**src/hdl/ssfe_pkg.sv**
```systemverilog
`timescale 1ns / 1ps
// ----------------------------------------------------------------------------
// ssfe_pkg
// Shared types, command bytes and the segment font of the frame encoder.
// ----------------------------------------------------------------------------
package ssfe_pkg;

  localparam int unsigned PosW        = 4;
  localparam int unsigned QueueDepth  = 2;
  localparam int unsigned QueuePtrW   = 1;
  localparam int unsigned QueueCountW = 2;

  localparam logic [7:0] CmdWriteMode = 8'b0100_0000;
  localparam logic [7:0] CmdAddress0  = 8'b1100_0000;
  localparam logic [7:0] FillByte     = 8'hFF;
  localparam logic [7:0] ZeroByte     = 8'h00;

  localparam logic [7:0] SegA = 8'b0000_0001;
  localparam logic [7:0] SegB = 8'b0000_0010;
  localparam logic [7:0] SegC = 8'b0000_0100;
  localparam logic [7:0] SegE = 8'b0000_1000;
  localparam logic [7:0] SegD = 8'b0001_0000;
  localparam logic [7:0] SegF = 8'b0010_0000;
  localparam logic [7:0] SegG = 8'b0100_0000;

  // One classified request handed from the front to the back
  typedef struct packed {
    logic            hdr;      // open a frame with both commands
    logic            is_char;  // segment byte and fill, else padding
    logic            closes;   // digit limit reached: append trailing zero
    logic [7:0]      seg;
    logic [PosW-1:0] pad;      // blank digits to pad on a terminator
  } ssfe_desc_t;

  function automatic logic [7:0] ssfe_font(input logic [7:0] ch);
    logic [7:0] s;
    unique case (ch)
      "0":      s = SegA | SegB | SegC | SegD | SegE | SegF;
      "1":      s = SegB | SegC;
      "2":      s = SegA | SegB | SegG | SegE | SegD;
      "3":      s = SegA | SegB | SegC | SegD | SegG;
      "4":      s = SegF | SegG | SegB | SegC;
      "5":      s = SegA | SegF | SegG | SegC | SegD;
      "6":      s = SegA | SegF | SegE | SegD | SegC | SegG;
      "7":      s = SegA | SegB | SegC;
      "8":      s = SegA | SegB | SegC | SegD | SegE | SegF | SegG;
      "9":      s = SegA | SegB | SegC | SegD | SegF | SegG;
      "-":      s = SegG;
      "A", "a": s = SegA | SegB | SegC | SegF | SegE | SegG;
      "B", "b": s = SegF | SegE | SegG | SegC | SegD;
      "C", "c": s = SegA | SegF | SegE | SegD;
      "D", "d": s = SegB | SegC | SegD | SegE | SegG;
      "E", "e": s = SegA | SegG | SegD | SegF | SegE;
      "F", "f": s = SegA | SegG | SegF | SegE;
      "P", "p": s = SegA | SegB | SegF | SegE | SegG;
      "R", "r": s = SegE | SegG;
      "O", "o": s = SegE | SegG | SegC | SegD;
      "G", "g": s = SegE | SegF | SegA | SegD | SegC;
      "I", "i": s = SegE;
      "S", "s": s = SegD | SegC | SegG | SegF | SegA;
      "L", "l": s = SegE | SegF | SegD;
      ".", ",": s = SegE;
      default:  s = ZeroByte;
    endcase
    return s;
  endfunction

endpackage

```
**src/hdl/seven_segment_frame_encoder_unit.sv**
```systemverilog
`timescale 1ns / 1ps
// The first byte of a character passes the request queue, the back sequencer's request
// register and the output register before it shows on the result side.
// Throughput: one byte per cycle from the back sequencer while the receiver pops, so a plain
// character gives two bytes, a frame opener four, and a terminator up to 3 + 2*DIGITS bytes.
// The two-entry request queue lets the front keep accepting while the back expands bytes.
// Reset clears the digit position, the discard flag, the queue and the output register.
// ----------------------------------------------------------------------------
// seven_segment_frame_encoder_unit
// Turns a character string into seven-segment driver frames.
// ----------------------------------------------------------------------------
module seven_segment_frame_encoder_unit import ssfe_pkg::*; #(
  parameter int unsigned DIGITS = 6
) (
  input  logic       clk_i,
  input  logic       rst_ni,
  input  logic       push,
  output logic       full,
  input  logic [7:0] character_i,
  input  logic       pop,
  output logic       empty,
  output logic [7:0] frame_byte_o,
  output logic       frame_start_o,
  output logic       frame_end_o,
  output logic       run_last_o
);

  logic       accept, wr, q_valid, q_rd;
  ssfe_desc_t wdesc, rdesc;

  assign accept = push && !full;

  ssfe_front #(.DIGITS(DIGITS)) u_front (
    .clk_i       (clk_i),
    .rst_ni      (rst_ni),
    .accept_i    (accept),
    .character_i (character_i),
    .wr_o        (wr),
    .desc_o      (wdesc)
  );

  ssfe_queue u_queue (
    .clk_i   (clk_i),
    .rst_ni  (rst_ni),
    .wr_i    (wr),
    .wdata_i (wdesc),
    .rd_i    (q_rd),
    .rdata_o (rdesc),
    .valid_o (q_valid),
    .full_o  (full)
  );

  ssfe_back u_back (
    .clk_i         (clk_i),
    .rst_ni        (rst_ni),
    .q_valid_i     (q_valid),
    .q_desc_i      (rdesc),
    .q_rd_o        (q_rd),
    .pop           (pop),
    .empty         (empty),
    .frame_byte_o  (frame_byte_o),
    .frame_start_o (frame_start_o),
    .frame_end_o   (frame_end_o),
    .run_last_o    (run_last_o)
  );

endmodule

```
**src/hdl/ssfe_front.sv**
```systemverilog
`timescale 1ns / 1ps
// ----------------------------------------------------------------------------
// ssfe_front
// Accepts characters, tracks the digit position and classifies each one.
// ----------------------------------------------------------------------------
module ssfe_front import ssfe_pkg::*; #(
  parameter int unsigned DIGITS = 6
) (
  input  logic       clk_i,
  input  logic       rst_ni,
  input  logic       accept_i,
  input  logic [7:0] character_i,
  output logic       wr_o,
  output ssfe_desc_t desc_o
);

  logic [PosW-1:0] pos_q, pos_d;
  logic            disc_q, disc_d;
  logic [PosW-1:0] pos_inc;
  logic            is_char;

  assign is_char = (character_i != 8'd0);
  assign pos_inc = pos_q + PosW'(1);

  always_comb begin
    pos_d          = pos_q;
    disc_d         = disc_q;
    wr_o           = accept_i && !disc_q;
    desc_o.hdr     = (pos_q == '0);
    desc_o.is_char = is_char;
    desc_o.closes  = is_char && (pos_inc >= PosW'(DIGITS));
    desc_o.seg     = ssfe_font(character_i);
    desc_o.pad     = PosW'(DIGITS) - pos_q;
    if (accept_i) begin
      if (disc_q) begin
        // drop characters up to and including the terminator
        if (!is_char) disc_d = 1'b0;
      end else if (is_char) begin
        pos_d  = desc_o.closes ? '0 : pos_inc;
        disc_d = desc_o.closes;
      end else begin
        pos_d = '0;
      end
    end
  end

  always_ff @(posedge clk_i or negedge rst_ni) begin
    if (!rst_ni) begin
      pos_q  <= '0;
      disc_q <= 1'b0;
    end else begin
      pos_q  <= pos_d;
      disc_q <= disc_d;
    end
  end

  a_disc_pos_zero: assert property (@(posedge clk_i) disable iff (!rst_ni)
    disc_q |-> (pos_q == '0))
    else $error("discarding with a frame open");

  a_pos_range: assert property (@(posedge clk_i) disable iff (!rst_ni)
    pos_q < PosW'(DIGITS))
    else $error("digit position beyond limit");

endmodule

```
**src/hdl/ssfe_queue.sv**
```systemverilog
`timescale 1ns / 1ps
// ----------------------------------------------------------------------------
// ssfe_queue
// Short request queue between the front and the back.
// ----------------------------------------------------------------------------
module ssfe_queue import ssfe_pkg::*; (
  input  logic       clk_i,
  input  logic       rst_ni,
  input  logic       wr_i,
  input  ssfe_desc_t wdata_i,
  input  logic       rd_i,
  output ssfe_desc_t rdata_o,
  output logic       valid_o,
  output logic       full_o
);

  ssfe_desc_t           mem_q [QueueDepth];
  logic [QueuePtrW-1:0] wptr_q, rptr_q;
  logic [QueueCountW-1:0] count_q;

  assign valid_o = (count_q != '0);
  assign full_o  = (count_q == QueueCountW'(QueueDepth));
  assign rdata_o = mem_q[rptr_q];

  always_ff @(posedge clk_i) begin
    if (wr_i) mem_q[wptr_q] <= wdata_i;
  end

  always_ff @(posedge clk_i or negedge rst_ni) begin
    if (!rst_ni) begin
      wptr_q  <= '0;
      rptr_q  <= '0;
      count_q <= '0;
    end else begin
      if (wr_i) wptr_q <= wptr_q + QueuePtrW'(1);
      if (rd_i) rptr_q <= rptr_q + QueuePtrW'(1);
      if (wr_i && !rd_i)      count_q <= count_q + QueueCountW'(1);
      else if (rd_i && !wr_i) count_q <= count_q - QueueCountW'(1);
    end
  end

  a_no_overflow: assert property (@(posedge clk_i) disable iff (!rst_ni)
    full_o |-> !wr_i || rd_i)
    else $error("write to a full queue");

  a_no_underflow: assert property (@(posedge clk_i) disable iff (!rst_ni)
    rd_i |-> valid_o)
    else $error("read from an empty queue");

endmodule

```
**src/hdl/ssfe_back.sv**
```systemverilog
`timescale 1ns / 1ps
// ----------------------------------------------------------------------------
// ssfe_back
// Expands each request into frame bytes, one byte per cycle while the output is free or popped.
// ----------------------------------------------------------------------------
module ssfe_back import ssfe_pkg::*; (
  input  logic       clk_i,
  input  logic       rst_ni,
  input  logic       q_valid_i,
  input  ssfe_desc_t q_desc_i,
  output logic       q_rd_o,
  input  logic       pop,
  output logic       empty,
  output logic [7:0] frame_byte_o,
  output logic       frame_start_o,
  output logic       frame_end_o,
  output logic       run_last_o
);

  typedef enum logic [2:0] {
    PhHdr0, PhHdr1, PhSeg, PhFill, PhPad, PhTail
  } phase_e;

  phase_e            phase_q, phase_d, first_ph, after_hdr;
  ssfe_desc_t        cur_q;
  logic              busy_q, busy_d;
  logic [PosW:0]     cnt_q, cnt_d;
  logic              out_valid_q;
  logic [7:0]        byte_q, byte_d;
  logic              start_q, start_d, end_q, end_d, last_q, last_d;
  logic              adv, emit, load;

  assign adv   = !out_valid_q || pop;
  assign emit  = busy_q && adv;
  assign load  = q_valid_i && (!busy_q || (emit && last_d));
  assign q_rd_o = load;

  assign empty         = !out_valid_q;
  assign frame_byte_o  = byte_q;
  assign frame_start_o = start_q;
  assign frame_end_o   = end_q;
  assign run_last_o    = last_q;

  always_comb begin
    after_hdr = cur_q.is_char ? PhSeg : ((cur_q.pad != '0) ? PhPad : PhTail);
    if (q_desc_i.hdr)          first_ph = PhHdr0;
    else if (q_desc_i.is_char) first_ph = PhSeg;
    else if (q_desc_i.pad != '0) first_ph = PhPad;
    else                       first_ph = PhTail;
  end

  always_comb begin
    phase_d = phase_q;
    cnt_d   = cnt_q;
    byte_d  = ZeroByte;
    start_d = 1'b0;
    end_d   = 1'b0;
    last_d  = 1'b0;
    unique case (phase_q)
      PhHdr0: begin
        byte_d  = CmdWriteMode;
        start_d = 1'b1;
        phase_d = PhHdr1;
      end
      PhHdr1: begin
        byte_d  = CmdAddress0;
        phase_d = after_hdr;
      end
      PhSeg: begin
        byte_d  = cur_q.seg;
        phase_d = PhFill;
      end
      PhFill: begin
        byte_d  = FillByte;
        last_d  = !cur_q.closes;
        phase_d = PhTail;
      end
      PhPad: begin
        cnt_d = cnt_q - (PosW+1)'(1);
        if (cnt_q == (PosW+1)'(1)) phase_d = PhTail;
      end
      PhTail: begin
        end_d  = 1'b1;
        last_d = 1'b1;
      end
      default: phase_d = PhTail;
    endcase
    busy_d = busy_q && !(emit && last_d);
  end

  always_ff @(posedge clk_i or negedge rst_ni) begin
    if (!rst_ni) begin
      busy_q      <= 1'b0;
      phase_q     <= PhHdr0;
      out_valid_q <= 1'b0;
      cur_q       <= '0;
      cnt_q       <= '0;
      byte_q      <= ZeroByte;
      start_q     <= 1'b0;
      end_q       <= 1'b0;
      last_q      <= 1'b0;
    end else begin
      if (adv) out_valid_q <= busy_q;
      if (load) begin
        busy_q  <= 1'b1;
        phase_q <= first_ph;
        cur_q   <= q_desc_i;
        cnt_q   <= {q_desc_i.pad, 1'b0};
      end else begin
        busy_q <= busy_d;
        if (emit) begin
          phase_q <= phase_d;
          cnt_q   <= cnt_d;
        end
      end
      if (emit) begin
        byte_q  <= byte_d;
        start_q <= start_d;
        end_q   <= end_d;
        last_q  <= last_d;
      end
    end
  end

  a_end_is_last: assert property (@(posedge clk_i) disable iff (!rst_ni)
    (!empty && frame_end_o) |-> run_last_o)
    else $error("frame end not on last result of its item");

  a_start_cmd: assert property (@(posedge clk_i) disable iff (!rst_ni)
    (!empty && frame_start_o) |-> (frame_byte_o == CmdWriteMode))
    else $error("frame start without write-mode command");

endmodule

```
**config.mk**
```make
export PLATFORM = sky130hd
export DESIGN_NAME = seven_segment_frame_encoder_unit
export DESIGN_NICKNAME = d
export VERILOG_FILES = /design/src/hdl/ssfe_pkg.sv /design/src/hdl/seven_segment_frame_encoder_unit.sv /design/src/hdl/ssfe_front.sv /design/src/hdl/ssfe_queue.sv /design/src/hdl/ssfe_back.sv
export SDC_FILE = /design/constraint.sdc
export NUM_CORES = 1
export LEC_CHECK = 0
export BUFFER_PORTS_ARGS = -buffer_cell sky130_fd_sc_hd__buf_2
export CAP_MARGIN = 20
export CORE_MARGIN = 2
export CORE_UTILIZATION = 55
export DETAILED_ROUTE_END_ITERATION = 6
export GPL_ROUTABILITY_DRIVEN = 0
export PLACE_DENSITY = 0.73
export SLEW_MARGIN = 20
export SYNTH_ARGS = -nofsm -noshare
export SYNTH_HDL_FRONTEND = slang
export SYNTH_SLANG_ARGS = --single-unit
```
**constraint.sdc**
```tcl
create_clock -name clk_i -period 2.95 [get_ports clk_i]
set_input_delay 0.1475 -clock clk_i [delete_from_list [all_inputs] [get_ports clk_i]]
set_output_delay 0.1475 -clock clk_i [all_outputs]
set_load 0.005 [all_outputs]
```
# Yosys cells after proc, flatten, opt, wreduce, memory -nomap -nowiden
# Memory sizes are Yosys's and may differ from the RTL's.
# Cells that the tools add are included.
# totals
regBits	44
ram_bits	30
romBits	896
input_bits	12
out_inout_bits	13
elab_cells	95
memories	2
# memory_table
name	depth	word_bits	rd	rd_clocked_by_memory_dff	write_ports	line_no	source
(no name shown)	128	7	1	0	0	ssfe_pkg.sv:37	unique case (ch)
u_queue.mem_q	2	15	1	0	1	ssfe_queue.sv:17	ssfe_desc_t mem_q [QueueDepth];
# classes
addsub	7
order_cmp	1
eq_ne	9
muxes	27
n_bitwise	1
reduce_logical	31
# op_table
cell	n
$pmux W8 S4	1
$mux W3	6
$mux W5	3
$pmux W3 S5	1
$mux W1	10
$logic_and A1 B1 Y1	9
$logic_not A1 Y1	8
$mux W4	2
$mux W8	1
$reduce_bool A2 Y1	4
$reduce_bool A4 Y1	2
$reduce_bool A8 Y1	1
$eq A3 B2 Y1 const B	2
$eq A3 B3 Y1 const B	2
$eq A5 B1 Y1 const B	1
$sub A5 B1 Y5 const B	1
$add A4 B1 Y4 const B	1
$ge A4 B3 Y1 const B	1
$logic_not A4 Y1	1
$mux W2	2
$reduce_and A2 Y1	2
$sub A3 B4 Y4 const A	1
$eq A3 B1 Y1 const B	1
$logic_not A3 Y1	1
10 further kinds	12

# Longest topological paths before layout
# depth
depth_word	9
depth_mapped	10
ltp_nobuf	8

# Cells and area by module
# From an unflattened synthesis, not the netlist that was laid out.
# hier_totals
cells_unflattened	336
hier_area_um2	3970.1
# by_module_without_submodules
module	instances	cells_per_inst	area_per_inst_um2	seq_area_each_um2
ssfe_back	1	150	1724.2	875.8
ssfe_queue	1	63	1323.8	1001.0
ssfe_front	1	122	908.4	125.1
seven_segment_frame_encoder_unit	1	1	13.8	0.0

# Worst setup path before layout
# No wires, ideal clock.
# synth_timing
path_type	register to register
start	register u_back.phase_q[2]
end	register u_queue.count_q[1]
setup_time_ns	0.079
arrival_ns	1.960
required_time_ns	2.871
setup_slack_ns	0.911
stages_incl_launch_ff	10
path_buffers	2
synth_period_minus_slack_ns	2.039
path_cell_list	dfrtp_1 > buf_2 > nor3b_2 > o2111ai_4 > a21oi_4 > buf_2 > inv_1 > ha_1 > nor2_1 > xor2_1
# synth_between
elab_chain_len	8
word_cells_on_any_way	11
classes_between	2 x eq/ne; 2 x mux; 7 x reduce/logical
# synth_lines
element	line_no	source
start: declaration	ssfe_back.sv:24	phase_e phase_q, phase_d, first_ph, after_hdr;
start signal: assignment	ssfe_back.sv:94	phase_q <= PhHdr0;
start signal: assignment	ssfe_back.sv:106	phase_q <= first_ph;
start signal: assignment	ssfe_back.sv:112	phase_q <= phase_d;
$eq A3 B3 Y1 or $eq A3 B2 Y1 (tied branches)	ssfe_back.sv:59	unique case (phase_q)
$pmux W1 S2 (*)	ssfe_back.sv:59	
$logic_and A1 B1 Y1 (*)	ssfe_back.sv:35	assign load = q_valid_i && (!busy_q || (emit && last_d));
$logic_or A1 B1 Y1 (*)	ssfe_back.sv:35	
$logic_and A1 B1 Y1 (*)	ssfe_back.sv:35	
$logic_not A1 Y1	ssfe_queue.sv:37	if (wr_i && !rd_i) count_q <= count_q + QueueCountW'(1);
$logic_and A1 B1 Y1	ssfe_queue.sv:37	
$mux W2 or $reduce_bool A2 Y1 (tied branches)	-	
end signal: assignment	ssfe_queue.sv:37	
end signal: assignment	ssfe_queue.sv:38	else if (rd_i && !wr_i) count_q <= count_q - QueueCountW'(1);
end: declaration	ssfe_queue.sv:19	logic [QueueCountW-1:0] count_q;
# Every way passes the cells marked *; elsewhere a longest branch is shown, timed or not.
# A chain may end at the register's enable or synchronous reset.

# Final worst setup path
# layout_timing
start	register u_back.phase_q[1]
end	register u_queue.count_q[1]
# The elaborated chain is that of the path after synthesis.

==> impl_results.md <==
* MaxCap Viol Count at 0
* Status: complete, no violations
* Skew final at 9.49 ps
* R2r setup slk at 830 ps
* Clock transition at path regs at 70 ps
* Hold Vio Cnt, Final at 0
* YS warnings at 0
* VDD IR-drop max at 0.000563 V
* FF-to-FF End: u_queue.count_q[1]
* Critical Path RT at 3210 ps
* Setup ws final at 835 ps
* Root buf cell: clkbuf_8
* Hpwl dp at 4650 µm
* Share of the synthesized area in the top cell type at 29.5%
* Worst Reg-to-Reg Cells at 8
* Number of library cell types mapped by synthesis at 56
* Drt total wl at 6510 µm
* Top post-synthesis cells by area: dfrtp_1 (29%), edfxtp_1 (23%), ha_1 (4.8%), mux2_2 (4.3%), o21ai_0 (4.0%)
* CTS max path bufs at 2
* Vias at 2502
* Crit Path Class: reg -> reg
* Pin count of the biggest net entering global routing at 44
* CTS buffer count at 9
* Area post-placement at 0.00381 mm²
* Sequential fraction of the synthesis area at 52.5%
* F_max at 473 MHz
* Die Width at 85.4 µm
* FP Rows at 29
* Post-CTS Setup Inserts at 0
* Antenna fix cells at 0
* EDFF count, synth at 28
* Fin crit share at 71.7%
* Die Span Y at 85.4 µm
* Die ar. at 0.00730 mm²
* Most numerous cell in the Yosys netlist: dfrtp_1
* Minimum setup slack after placement at 857 ps
* Port Buffers at 24
* Area Growth Syn to Fin at 9.67%
* Share of cells above drive strength 1 at 16.4%
* Minimum clock period at 2120 ps
* Reg-to-reg critical path startpoint: u_back.phase_q[1]
* Global-route wire length before repair at 11100 µm
* Critical path arrival at 2370 ps
* Hold Path Class: in -> reg
* Grt total ovfl at 0
* Setup TNS at 0 ps
* Leak Pwr at 1.66 nW
* Hold EP: u_front.disc_q
* Hold Path Depth at 3
* Net count after synthesis at 356
* Synth Register Bits at 71
* DRC Markers at 0
* Worst-Margin Slew at 919 ps
* Final slew viol count at 0
* Routed vias/inst at 5.74
* Ports at 25
* GR Util met2 at 31.2%
* Core outline area at 0.00639 mm²
* Max Fanout on Critical Path at 10
* Cts repair resizes at 0
* Critical Path Source Type: flip-flop
* Avg Inst Size Synth at 11.1 µm²
* Worst Setup End Kind: flip-flop
* Final setup vio count at 0
* Unrepaired setup endpoints after global routing: false
* Hold_ws at 138 ps
* Most frequent cells after synthesis: dfrtp_1 (43), nand2_1 (29), o21ai_0 (29), edfxtp_1 (28), inv_1 (25)
* Area leader, netlist: dfrtp_1
* Hold buffer count at cts at 1
* Initial antenna violation count at 0
* Layer with the highest usage: met2
* Cell area after synthesis at 0.00365 mm²
* Vias in the first global route at 2367
* Power Density at 846 mW/mm²
* Clk Latency, worst-skew pair at 340 ps
* Worst slew margin at 38.7%
* H-tree depth at 3
* Antenna Nets Post-Route at 0
* Final instance area at 0.00400 mm²
* CTS tree: built
* Fin util at 62.7%
* DR iter-0 viols at 132
* DR pass1 iterations at 5
* Post-DR wirelength/cell at 14.9 µm
* GRT Util Overall at 19.3%
* Met1 usage at 25.6%
* Non-filler instance count after layout at 436
* Syn Inst Count at 330
* Clock sink count at 71
* Initial core utilization at 57.1%
* Most used flip-flop cell after synthesis: dfrtp_1
* Final Power at 3.38 mW
* Placed insts at 419
* Met3 GRT Util at 3.21%
* Asr flop ratio synth at 60.6%
* Hold path startpoint: push
* Nets at 380
## placed cells by master (no fill, tap or decap), types with 3 or more instances in the layout
| cell | n |
|---|---|
| clkbuf_8 | 11 |
| o211ai_1 | 3 |
| o21ai_0 | 29 |
| a211oi_1 | 4 |
| nand2_1 | 29 |
| mux2i_1 | 6 |
| o31ai_1 | 3 |
| inv_1 | 25 |
| ha_1 | 14 |
| nand2b_1 | 13 |
| nand4_1 | 4 |
| a21oi_1 | 10 |
| nor2b_1 | 5 |
| o22ai_1 | 4 |
| nand3b_1 | 3 |
| and2_1 | 3 |
| nor3_1 | 6 |
| xor2_1 | 4 |
| mux2_1 | 8 |
| xnor2_1 | 4 |
| nand3_1 | 5 |
| edfxtp_1 | 28 |
| mux2_2 | 14 |
| dfrtp_1 | 43 |
| nor2_1 | 12 |
| buf_2 | 24 |
## cell type report
class	instances	area (µm²)
fillers	525	2380
well taps	77	96.3
clock inverters	3	17.5
multi-input cells	220	1570
flip-flops and latches	71	1920
repair buffers	27	145
inverters	25	93.8
clock buffers	13	159
## layer usage
layer	vias up	share of wire (%)
li1	1240	-
met1	1179	46
met2	72	48
met3	11	4.3
met4	0	2.0
met5	-	0
## logic make-up (layout without fill, tap and decap cells)
family,Yosys count,count (layout),share of synthesized area [%]
xor gates and xnor gates,8,8,1.92
AOI/OAI and AO/OA,78,78,14.7
adders and majority gates,14,14,4.80
and+or+nand+nor,92,92,13.3
buffers and inverters,39,68,4.36
muxes,28,28,8.44
DFF,71,71,52.5
## report_power, final
group          switching [mW]  internal [mW]  total, mW
Clock                   0.341          0.349      0.691
Sequential              0.276           1.35       1.62
Combinational           0.552          0.518       1.07
## state kept, by name, indices dropped and copies added, names as in the netlist, 2 cells and up
| name | flops |
|---|---|
| u_queue.count_q | 2 |
| u_back.cnt_q | 5 |
| u_back.cur_q | 13 |
| u_queue.mem_q | 28 |
| u_back.frame_byte_o | 8 |
| u_front.pos_q | 4 |
| u_back.phase_q | 3 |
## critical path, cell delays in order (launching register included)
cell and delay, ps:
dfrtp_1 460, and2b_1 300, o2111ai_4 190, a21oi_4 330, inv_1 80, ha_1 210, xor2_1 140, nor2_1 140
xor2_1 180
## worst max path at each step
stage	startpoint	end	slack (ps)
floorplan	u_back.phase_q[2]	u_queue.count_q[1]	910
global placement	u_back.phase_q[1]	u_queue.count_q[1]	960
detailed placement	u_back.phase_q[1]	u_queue.count_q[1]	860
CTS	u_back.phase_q[1]	u_queue.count_q[1]	830
global route	u_back.phase_q[1]	u_queue.count_q[1]	690
finish	u_back.phase_q[1]	u_queue.count_q[1]	830
Power figures use the tool's default switching activity.
